**src/rtl/arap_pkg.sv**
```systemverilog
// ----------------------------------------------------------------------------
// Aspect ratio attribute parser package
// Shared phase type, parse state record, characters and keyword tables.
// ----------------------------------------------------------------------------
package arap_pkg;

  localparam int unsigned CodeW  = 16;
  localparam int unsigned AlignW = 4;
  localparam int unsigned PosW   = 3;

  localparam logic [AlignW-1:0] ALIGN_NONE     = 4'd0;
  localparam logic [AlignW-1:0] ALIGN_XMIDYMID = 4'd5;

  typedef enum logic [3:0] {
    PH_LEAD        = 4'd0,
    PH_DEFER       = 4'd1,
    PH_AFTER_DEFER = 4'd2,
    PH_NONE        = 4'd3,
    PH_ALIGN       = 4'd4,
    PH_AFTER_ALIGN = 4'd5,
    PH_MEET        = 4'd6,
    PH_SLICE       = 4'd7,
    PH_TRAIL       = 4'd8
  } phase_e;

  typedef struct packed {
    phase_e            phase;
    logic [PosW-1:0]   pos;
    logic [AlignW-1:0] align;
    logic              slice;
    logic              failed;
  } parse_state_t;

  localparam parse_state_t PARSE_RESET = '{
    phase:  PH_LEAD,
    pos:    '0,
    align:  ALIGN_NONE,
    slice:  1'b0,
    failed: 1'b0
  };

  localparam logic [7:0] CH_SPACE = 8'h20;
  localparam logic [7:0] CH_TAB   = 8'h09;
  localparam logic [7:0] CH_LF    = 8'h0A;
  localparam logic [7:0] CH_CR    = 8'h0D;
  localparam logic [7:0] CH_LO_A  = 8'h61;
  localparam logic [7:0] CH_LO_D  = 8'h64;
  localparam logic [7:0] CH_LO_I  = 8'h69;
  localparam logic [7:0] CH_LO_M  = 8'h6D;
  localparam logic [7:0] CH_LO_N  = 8'h6E;
  localparam logic [7:0] CH_LO_S  = 8'h73;
  localparam logic [7:0] CH_LO_X  = 8'h78;
  localparam logic [7:0] CH_UP_M  = 8'h4D;
  localparam logic [7:0] CH_UP_Y  = 8'h59;

  function automatic logic is_space(input logic [CodeW-1:0] c);
    return (c == {8'h00, CH_SPACE}) || (c == {8'h00, CH_TAB}) ||
           (c == {8'h00, CH_LF})    || (c == {8'h00, CH_CR});
  endfunction

  function automatic logic is_char(input logic [CodeW-1:0] c, input logic [7:0] ch);
    return c == {8'h00, ch};
  endfunction

  // Length of the keyword matched in a given phase.
  function automatic logic [PosW-1:0] word_len(input phase_e ph);
    logic [PosW-1:0] len;
    len = '0;
    case (ph)
      PH_DEFER: len = 3'd5;
      PH_NONE:  len = 3'd4;
      PH_MEET:  len = 3'd4;
      PH_SLICE: len = 3'd5;
      default:  len = '0;
    endcase
    return len;
  endfunction

  // Character at a position of the keyword matched in a given phase.
  function automatic logic [7:0] word_char(input phase_e ph, input logic [PosW-1:0] pos);
    logic [39:0] word;
    logic [7:0]  ch;
    word = '0;
    ch   = '0;
    case (ph)
      PH_DEFER: word = "defer";
      PH_NONE:  word = {"none", 8'h00};
      PH_MEET:  word = {"meet", 8'h00};
      PH_SLICE: word = "slice";
      default:  word = '0;
    endcase
    case (pos)
      3'd0:    ch = word[39:32];
      3'd1:    ch = word[31:24];
      3'd2:    ch = word[23:16];
      3'd3:    ch = word[15:8];
      3'd4:    ch = word[7:0];
      default: ch = '0;
    endcase
    return ch;
  endfunction

  // Phase entered when a keyword completes.
  function automatic phase_e word_next(input phase_e ph);
    phase_e nxt;
    case (ph)
      PH_DEFER: nxt = PH_AFTER_DEFER;
      PH_NONE:  nxt = PH_AFTER_ALIGN;
      default:  nxt = PH_TRAIL;
    endcase
    return nxt;
  endfunction

endpackage

```
**src/rtl/arap_step.sv**
```systemverilog
// ----------------------------------------------------------------------------
// Aspect ratio attribute parser step
// Advances the parse state by one code unit and forms the pending result.
// ----------------------------------------------------------------------------
module arap_step (
  input  arap_pkg::parse_state_t           cur_i,
  input  logic [arap_pkg::CodeW-1:0]       code_i,
  input  logic                             has_char_i,
  output arap_pkg::parse_state_t           nxt_o,
  output logic [arap_pkg::AlignW-1:0]      align_o,
  output logic                             slice_o
);
  import arap_pkg::*;

  parse_state_t      nxt;
  parse_state_t      eff;
  logic              sp;
  logic              aok;
  logic [AlignW-1:0] aval;
  logic [PosW-1:0]   pos_inc;
  logic [PosW-1:0]   len;
  logic              ok;

  assign sp      = is_space(code_i);
  assign pos_inc = cur_i.pos + 3'd1;
  assign len     = word_len(cur_i.phase);

  always_comb begin
    nxt  = cur_i;
    aok  = 1'b0;
    aval = cur_i.align;
    if (!cur_i.failed) begin
      case (cur_i.phase)
        PH_LEAD, PH_AFTER_DEFER: begin
          if (!sp) begin
            if (cur_i.phase == PH_LEAD && is_char(code_i, CH_LO_D)) begin
              nxt.phase = PH_DEFER;
              nxt.pos   = 3'd1;
            end else if (is_char(code_i, CH_LO_N)) begin
              nxt.phase = PH_NONE;
              nxt.pos   = 3'd1;
              nxt.align = ALIGN_NONE;
            end else if (is_char(code_i, CH_LO_X)) begin
              nxt.phase = PH_ALIGN;
              nxt.pos   = 3'd1;
              nxt.align = ALIGN_NONE;
            end else begin
              nxt.failed = 1'b1;
            end
          end
        end
        PH_DEFER, PH_NONE, PH_MEET, PH_SLICE: begin
          if (cur_i.pos < len && is_char(code_i, word_char(cur_i.phase, cur_i.pos))) begin
            if (pos_inc >= len) begin
              nxt.pos   = '0;
              nxt.phase = word_next(cur_i.phase);
              if (cur_i.phase == PH_SLICE) begin
                nxt.slice = (cur_i.align != ALIGN_NONE);
              end
            end else begin
              nxt.pos = pos_inc;
            end
          end else begin
            nxt.failed = 1'b1;
          end
        end
        PH_ALIGN: begin
          case (cur_i.pos)
            3'd1, 3'd5: aok = is_char(code_i, CH_UP_M);
            3'd4:       aok = is_char(code_i, CH_UP_Y);
            3'd2, 3'd6: begin
              if (is_char(code_i, CH_LO_I)) begin
                aok = 1'b1;
              end else if (is_char(code_i, CH_LO_A)) begin
                aok  = 1'b1;
                aval = cur_i.align + ((cur_i.pos == 3'd2) ? 4'd3 : 4'd6);
              end
            end
            3'd3: begin
              if (cur_i.align == 4'd0 && is_char(code_i, CH_LO_N)) begin
                aok  = 1'b1;
                aval = 4'd0;
              end else if (cur_i.align == 4'd0 && is_char(code_i, CH_LO_D)) begin
                aok  = 1'b1;
                aval = 4'd1;
              end else if (cur_i.align == 4'd3 && is_char(code_i, CH_LO_X)) begin
                aok  = 1'b1;
                aval = 4'd2;
              end
            end
            default: begin
              if (cur_i.align < 4'd3 && is_char(code_i, CH_LO_N)) begin
                aok  = 1'b1;
                aval = cur_i.align + 4'd1;
              end else if (cur_i.align < 4'd3 && is_char(code_i, CH_LO_D)) begin
                aok  = 1'b1;
                aval = cur_i.align + 4'd4;
              end else if (cur_i.align >= 4'd6 && is_char(code_i, CH_LO_X)) begin
                aok  = 1'b1;
                aval = cur_i.align + 4'd1;
              end
            end
          endcase
          if (aok) begin
            nxt.align = aval;
            nxt.pos   = pos_inc;
            if (pos_inc == '0) begin
              nxt.phase = PH_AFTER_ALIGN;
            end
          end else begin
            nxt.failed = 1'b1;
          end
        end
        PH_AFTER_ALIGN: begin
          if (!sp) begin
            if (is_char(code_i, CH_LO_M)) begin
              nxt.phase = PH_MEET;
              nxt.pos   = 3'd1;
            end else if (is_char(code_i, CH_LO_S)) begin
              nxt.phase = PH_SLICE;
              nxt.pos   = 3'd1;
            end else begin
              nxt.failed = 1'b1;
            end
          end
        end
        PH_TRAIL: begin
          if (!sp) begin
            nxt.failed = 1'b1;
          end
        end
        default: nxt.failed = 1'b1;
      endcase
    end
  end

  assign eff     = has_char_i ? nxt : cur_i;
  assign nxt_o   = eff;
  assign ok      = !eff.failed && (eff.phase == PH_AFTER_ALIGN || eff.phase == PH_TRAIL);
  assign align_o = ok ? eff.align : ALIGN_NONE;
  assign slice_o = ok ? eff.slice : 1'b0;

endmodule

```
**src/rtl/aspect_ratio_attribute_parser.sv**
```systemverilog
// ----------------------------------------------------------------------------
// Aspect ratio attribute parser
// Parses a preserve-aspect-ratio attribute string, one code unit per request,
// and reports the alignment, the slice flag and a change flag at its end.
//
//   Channel   Dir  Handshake                    Payload
//   s_axis    in   s_axis_tvalid/s_axis_tready  tdata code_unit, tuser has_char,
//                                               tlast last
//   m_axis    out  m_axis_tvalid/m_axis_tready  tdata alignment, slice, changed
//
// A request enters an input register and is parsed from there; a string's
// result is loaded into the output register. One request is taken every
// cycle while the input side does not stall; parse_q closes the state loop.
// After reset the stored pair is xMidYMid/meet and the parser is idle.
// A held result stalls the parse stage, and the input side stalls only when
// the input register is full and the parse stage cannot advance.
// ----------------------------------------------------------------------------
module aspect_ratio_attribute_parser (
  input  logic        clk_i,
  input  logic        rst_ni,
  input  logic        s_axis_tvalid,
  output logic        s_axis_tready,
  input  logic [15:0] s_axis_tdata,   // [15:0] code_unit
  input  logic        s_axis_tuser,   // [0] has_char
  input  logic        s_axis_tlast,
  output logic        m_axis_tvalid,
  input  logic        m_axis_tready,
  output logic [7:0]  m_axis_tdata    // [3:0] alignment, [4] slice, [5] changed, [7:6] zero
);
  import arap_pkg::*;

  logic              in_valid_q, in_valid_d;
  logic [CodeW-1:0]  in_code_q;
  logic              in_has_q;
  logic              in_last_q;
  logic              advance;
  logic              out_load;

  parse_state_t      parse_q, parse_d;
  parse_state_t      step_nxt;
  logic [AlignW-1:0] step_align;
  logic              step_slice;

  logic [AlignW-1:0] stored_align_q, stored_align_d;
  logic              stored_slice_q, stored_slice_d;

  logic              out_valid_q, out_valid_d;
  logic [AlignW-1:0] out_align_q;
  logic              out_slice_q;
  logic              out_changed_q;

  assign advance       = !out_valid_q || m_axis_tready;
  assign s_axis_tready = !in_valid_q || advance;
  assign out_load      = advance && in_valid_q && in_last_q;

  always_comb begin
    in_valid_d = in_valid_q;
    if (s_axis_tready) begin
      in_valid_d = s_axis_tvalid;
    end
  end

  always_ff @(posedge clk_i or negedge rst_ni) begin
    if (!rst_ni) begin
      in_valid_q <= 1'b0;
    end else begin
      in_valid_q <= in_valid_d;
    end
  end

  always_ff @(posedge clk_i) begin
    if (s_axis_tready && s_axis_tvalid) begin
      in_code_q <= s_axis_tdata;
      in_has_q  <= s_axis_tuser;
      in_last_q <= s_axis_tlast;
    end
  end

  arap_step u_step (
    .cur_i      (parse_q),
    .code_i     (in_code_q),
    .has_char_i (in_has_q),
    .nxt_o      (step_nxt),
    .align_o    (step_align),
    .slice_o    (step_slice)
  );

  always_comb begin
    parse_d        = parse_q;
    stored_align_d = stored_align_q;
    stored_slice_d = stored_slice_q;
    if (advance && in_valid_q) begin
      if (in_last_q) begin
        parse_d        = PARSE_RESET;
        stored_align_d = step_align;
        stored_slice_d = step_slice;
      end else begin
        parse_d = step_nxt;
      end
    end
  end

  always_comb begin
    out_valid_d = out_valid_q;
    if (out_load) begin
      out_valid_d = 1'b1;
    end else if (m_axis_tready) begin
      out_valid_d = 1'b0;
    end
  end

  always_ff @(posedge clk_i or negedge rst_ni) begin
    if (!rst_ni) begin
      parse_q        <= PARSE_RESET;
      stored_align_q <= ALIGN_XMIDYMID;
      stored_slice_q <= 1'b0;
      out_valid_q    <= 1'b0;
    end else begin
      parse_q        <= parse_d;
      stored_align_q <= stored_align_d;
      stored_slice_q <= stored_slice_d;
      out_valid_q    <= out_valid_d;
    end
  end

  always_ff @(posedge clk_i) begin
    if (out_load) begin
      out_align_q   <= step_align;
      out_slice_q   <= step_slice;
      out_changed_q <= (step_align != stored_align_q) || (step_slice != stored_slice_q);
    end
  end

  assign m_axis_tvalid = out_valid_q;
  assign m_axis_tdata  = {2'b00, out_changed_q, out_slice_q, out_align_q};

  // The alignment code of a result never exceeds the last defined token.
  assert property (@(posedge clk_i) disable iff (!rst_ni)
    m_axis_tvalid |-> (out_align_q <= 4'd9))
    else $error("alignment code out of range");

  // Slice is only reported together with a real alignment.
  assert property (@(posedge clk_i) disable iff (!rst_ni)
    m_axis_tvalid && out_slice_q |-> (out_align_q != ALIGN_NONE))
    else $error("slice reported with alignment none");

  // The stored pair follows the result that was just loaded.
  assert property (@(posedge clk_i) disable iff (!rst_ni)
    out_load |=> (stored_align_q == out_align_q) && (stored_slice_q == out_slice_q))
    else $error("stored pair does not match emitted result");

  // The end of a string returns the parser to its idle state.
  assert property (@(posedge clk_i) disable iff (!rst_ni)
    out_load |=> (parse_q == PARSE_RESET))
    else $error("parse state not cleared after end of string");

  // A failure sticks until the string ends.
  assert property (@(posedge clk_i) disable iff (!rst_ni)
    parse_q.failed && !out_load |=> parse_q.failed)
    else $error("parse failure dropped before end of string");

endmodule

```
**config.mk**
```make
export PLATFORM = sky130hd
export DESIGN_NAME = aspect_ratio_attribute_parser
export DESIGN_NICKNAME = d
export VERILOG_FILES = /design/src/rtl/arap_pkg.sv /design/src/rtl/arap_step.sv /design/src/rtl/aspect_ratio_attribute_parser.sv
export SDC_FILE = /design/constraint.sdc
export NUM_CORES = 1
export LEC_CHECK = 0
export BUFFER_PORTS_ARGS = -buffer_cell sky130_fd_sc_hd__clkbuf_2
export CAP_MARGIN = 20
export CORE_ASPECT_RATIO = 0.8
export CORE_UTILIZATION = 45
export DETAILED_ROUTE_END_ITERATION = 12
export SETUP_SLACK_MARGIN = 0.5
export SLEW_MARGIN = 0
export SYNTH_ARGS = -nofsm -noshare
export SYNTH_HDL_FRONTEND = slang
export SYNTH_SLANG_ARGS = --single-unit
```
**constraint.sdc**
```tcl
create_clock -name clk_i -period 4.57 [get_ports clk_i]
set_input_delay 0.2285 -clock clk_i [delete_from_list [all_inputs] [get_ports clk_i]]
set_output_delay 0.2285 -clock clk_i [all_outputs]
set_load 0.01 [all_outputs]
```
* Word-level counts from Yosys, hierarchy flattened *
Cells that the tools add are included.

word-level totals
  bits in registers = 44
  bits of input ports = 22
  output and inout port bits = 10
  word-level logic and storage cells = 166

cells by class
  add/sub/neg operators = 4
  magnitude comparators = 4
  eq/ne operators = 40
  muxes and demuxes = 64
  reduce and logical (&&, ||, !) cells = 39

operators by type and width
  cell                 number
  $pmux 39 s4          1
  $eq 16x7->1 const B  9
  $eq 16x4->1 const B  3
  $mux 4               12
  $mux 11              4
  $pmux 8 s5           1
  $mux 13              3
  $mux 7               5
  $pmux 7 s4           1
  $mux 1               27
  $eq 4x3->1 const B   5
  $eq 16x6->1 const B  1
  $eq 16x8->1          1
  $mux 8               2
  $pmux 4 s2           2
  $eq 4x2->1 const B   3
  $logic_and 1x1->1    12
  $pmux 4 s3           1
  $reduce_and 10->1    1
  $reduce_or 2->1      5
  $eq 3x3->1 const B   3
  $eq 4x4->1 const B   2
  $logic_not 4->1      2
  $logic_or 1x1->1     7
  other kinds (30)     38

* Depth between registers and ports, before layout *
  depth after elaboration = 18
  mapped depth = 17
  depth with buffers taken out = 16

* Cells and area by module *
Synthesis repeated with hierarchy kept, for this count alone.

unflattened totals
  cell total of the unflattened synthesis = 388
  area, all modules = 3,717.3 um2

by module, submodules not included
  module                         times used  cells each  area each (um2)  seq. area each (um2)
  arap_step                      1           290         1,975.6          0.0
  aspect_ratio_attribute_parser  1           98          1,741.7          1,223.7

* Worst setup path after synthesis *
OpenSTA, ideal clock, no wires.

  path kind = reg-to-reg
  start point = reg parse_q[11] in the netlist's numbering
  end point = reg out_changed_q, data pin
  library setup time = 261 ps
  data arrival time = 3,351 ps
  data required time = 4,309 ps
  slack = 958 ps
  cell stages (with the launch flop) = 17
  path buffers = 3
  clock period less this slack = 3,612 ps
  path through = dfrtp_1 > buf_4 > mux2i_1 > nor2_1 > inv_2 > ha_1 > a21boi_0 > nor4_2 > o221ai_2 > nor4b_2 > buf_4 > o211a_1 > nand3_1 > or3_4 > buf_6 > o21bai_1 > a221o_1

on the way
  word-level cells in the longest chain between the ends = 17
  elaborated cells on any way between the ends = 58
  those cells by class = order compare: 2; eq/ne: 13; mux: 32; reduce/logical: 11

ends and longest elaborated chain
  item                                      RTL line                              RTL
  from (decl)                               aspect_ratio_attribute_parser.sv:39   parse_state_t parse_q, parse_d;
  from (signal assigned)                    aspect_ratio_attribute_parser.sv:119  parse_q <= parse_d;
  $eq 4x3->1 (tied with other cells)        --
  $pmux 39 s4                               arap_pkg.sv:85                        case (ph)
  $pmux 8 s5                                arap_pkg.sv:92                        case (pos)
  $mux 8                                    arap_step.sv:33                       case (cur_i.phase)
  $mux 8                                    arap_step.sv:32                       if (!cur_i.failed) begin
  $eq 16x8->1                               arap_pkg.sv:62                        return c == {8'h00, ch};
  $logic_and 1x1->1                         arap_step.sv:53                       if (cur_i.pos < len && is_char(code_i, word_char(cur_i.phase, cur_i.pos))) begin
  $mux 7                                    arap_step.sv:53
  $pmux 7 s4                                arap_step.sv:33
  $mux 13                                   arap_step.sv:32
  $mux 13 (*)                               arap_step.sv:137                      assign eff = has_char_i ? nxt : cur_i;
  $eq 4x3->1 or $eq 4x4->1 (tied branches)  arap_step.sv:139                      assign ok = !eff.failed && (eff.phase == PH_AFTER_ALIGN || eff.phase == PH_TRAIL);
  $logic_or 1x1->1                          arap_step.sv:139
  $logic_and 1x1->1                         arap_step.sv:139
  $mux 4 or $mux 1 (tied branches)          arap_step.sv:140, arap_step.sv:141
  $ne 4x4->1 or $ne 1x1->1 (tied branches)  aspect_ratio_attribute_parser.sv:130  out_changed_q <= (step_align != stored_align_q) || (step_slice != stored_slice_q);
  $logic_or 1x1->1 (*)                      aspect_ratio_attribute_parser.sv:130
  to (signal assigned)                      aspect_ratio_attribute_parser.sv:130
  to (decl)                                 aspect_ratio_attribute_parser.sv:50   logic out_changed_q;

Mark *: on every way between the ends. The rest lies on a longest branch, timed or not. The select of a mux whose other input is x is not followed.
A chain may end at the register's enable or synchronous reset.

* Worst setup path in the final report *
  start point = reg parse_q[12] in the netlist's numbering
  end point = reg out_changed_q, data pin

Same word-level chain as after synthesis.

==> results.ini <==
[yosys]
ys_ff_latch = 44
synth.cell_area_um2 = 3830
synth_ff_type = edfxtp_1
synth-edff-count = 24
async_reset_ff_share_pct = 45.5
ys_seq_area_share_pct = 31.9
yosys_warnings = 0
synth.distinct_cells = 82
netlist_instances = 437
syn_area_per_cell_um2 = 8.77

[route]
drtIter0Drc = 380
firstDrtPassIters = 5
viasPerCell = 6.32
drc = 0
dr_total_vias = 3559
detail-route-antenna-nets = 0
wl_um = 10600
routedWlPerCell_um = 18.9

[floorplan]
rows = 29
start_util_pct = 47.4
coreArea_um2 = 8090
ios = 32
die_x_um = 105
die_height_um = 84.6
die-area_um2 = 8890

[place]
dpl_cell_area_um2 = 4000
gp_congestion = 0.959
portBuffers = 29
dp_cells = 551
detailed_place_hpwl_um = 8160

[sta]
rsz0062_at_grt = no
fin_tns_setup_ns = 0
final_max_slew_viol_count = 0
fmax_mhz = 256
relSlewSlack_pct = 38.8
period_share_pct = 85.5
setup_violations = 0
fin_crit_ns = 3.91
final_hold_viol_count = 0
worst_slew_pin_slew_ns = 0.918
finClkSkew_ns = 0.00759

[final_layout]
layout.cells.non_filler = 563
fin_area_um2 = 4160
syn2layout_area_growth_pct = 8.62
final_util_pct = 51.5
antenna_cells = 0
regArea_um2 = 1230
finalNetCount = 495
fillerInstances = 748
drive_gt1_share_pct = 18.5
mostFrequentLayoutCell = nand2_1
multi_input_area_um2 = 2430
layout_common_cells = 36 x nand2_1, 33 x nor2_1, 29 x clkbuf_2

[clocking]
htree_levels = 2
cts_tree = built
cts.clk_slew.worst_paths_ns = 0.09
root_buffer = clkbuf_8
clk_path_buf_depth = 2
cts.sinks = 44
clock_latency_ns = 0.30
cts-buffers-inserted = 5

[worst_setup_path]
path_max_fanout = 16
crit_path_end_kind = flop
arrival_ns = 3.97
cp_data_required_time_ns = 4.64
crit_chain = nand2b_1 -> a21oi_2 -> ha_1 -> a21boi_0 -> nor4_2 -> o221ai_2 -> nor4b_2 -> buf_4 -> o211a_1 -> nand3_1 -> or3_4 -> o21bai_1 -> a221o_1
max_stage_delay_ns = 0.54
start_kind = flop
path_class = flop to flop
crit_slowest_cell = dfrtp_2

[global_route]
grt_use_met3_pct = 5.51
grt_usage_pct = 24.6
grt.busiest_layer = met2
grt_pass1_wl_um = 17200
antenna_found_initial = 0
gr-usage-met1_pct = 36.0
grt_pass1_vias = 3310
gr-usage-met2_pct = 37.0
overflow = 0
grt_max_degree = 21

[hold_path]
min_path_type = input pin to flop

[job]
drv_cap = 0

[status]
status = complete, no violations

[power]
p_leak_nw = 1.55
cellPowerDensity_nw_per_um2 = 191
vdd_drop_max_mv = 0.110

-- timing repair --
action | 4_1_cts | 5_1_grt
hold buffers | 1 | 0
buffers inserted | 0 | 3
endpoints found under the hold margin | 18 | 0
setup endpoints to repair | 0 | 1
gates resized for setup | 0 | 16
-- worst max-delay path, delay by kind of cell (launching register included) --
family / cells / cell delay [ns]
and+or+nand+nor: 5 / 1.62
AOI/OAI and AO/OA: 6 / 1.14
DFF: 1 / 0.54
buffers and inverters: 1 / 0.21
adders and majority gates: 1 / 0.17
-- cells in the mapped netlist (9+ instances only) --
cell / count / share of area (%)
nor3_1: 15 / 2.0
nand2b_1: 12 / 2.0
inv_1: 20 / 2.0
a21oi_1: 16 / 2.1
o21ai_0: 19 / 2.5
ha_1: 19 / 6.2
dfrtp_1: 18 / 12
edfxtp_1: 24 / 19
and2_1: 9 / 1.5
nand2_1: 36 / 3.5
nor2_1: 34 / 3.3
clkbuf_1: 14 / 1.4
-- per-layer routing --
metal | routed length [um] | vias to the layer above
li1 | - | 1690
met1 | 5010 | 1674
met2 | 4530 | 183
met3 | 950 | 12
met4 | 136 | 0
met5 | 0 | -
-- kinds of logic after synthesis --
| logic type | synth area share (%) |
|---|---|
| AO/OA/AOI/OAI | 24.4 |
| XOR/XNOR | 1.60 |
| adder cells (fa/ha/maj) | 6.20 |
| buffers and inverters | 5.81 |
| flip-flops | 31.9 |
| multiplexers | 1.34 |
| other | 0.0978 |
| AND/OR/NAND/NOR | 28.7 |
-- cell type report --
type	instances	share of cell area [%]
Timing Repair Buffer	37	4.99
Sequential cell	44	29.6
Tap cell	108	3.25
Clock inverter	3	0.331
Inverter	21	1.89
Clock buffer	5	1.65
Multi-Input combinational cell	345	58.3
-- registers in the layout, indices dropped and copies added (netlist names), 4 cells and up --
register,count
parse_q,13
out_align_q,4
in_code_q,16
stored_align_q,4
-- worst paths after layout --
path                                  start            end  slack [ns]  cells past startpoint
setup / recovery                parse_q[12]  out_changed_q        0.66                     13
hold / removal             s_axis_tdata[14]  in_code_q[14]        0.09                      1
setup reg to reg                parse_q[12]  out_changed_q        0.66                     13
hold reg to reg                  parse_q[1]     parse_q[1]        0.49                      2
max in group asynchronous            rst_ni     parse_q[9]        3.75                      2
min in group asynchronous            rst_ni     parse_q[0]        0.43                      2
-- where the power goes --
| group | total (mW) | switching, mW | leakage [nW] | internal [mW] |
|---|---|---|---|---|
| logic | 0.0833 | 0.0530 | 1.02 | 0.0303 |
| registers | 0.464 | 0.0250 | 0.486 | 0.439 |
| clock network | 0.248 | 0.144 | 0.0453 | 0.104 |
| total | 0.795 | 0.222 | 1.55 | 0.574 |
-- per-stage QoR --
stage	hold slack, ns	worst slack, ns	total power [mW]
2_1_floorplan	-0.0671	0.958	0.520
3_3_place_gp	0.228	0.557	0.552
3_5_place_dp	0.233	0.604	0.554
4_1_cts	0.0935	0.590	0.802
5_1_grt	0.0848	0.495	0.830
6_report	0.0939	0.660	0.795
Note: power is estimated with default switching activity, not from simulation.
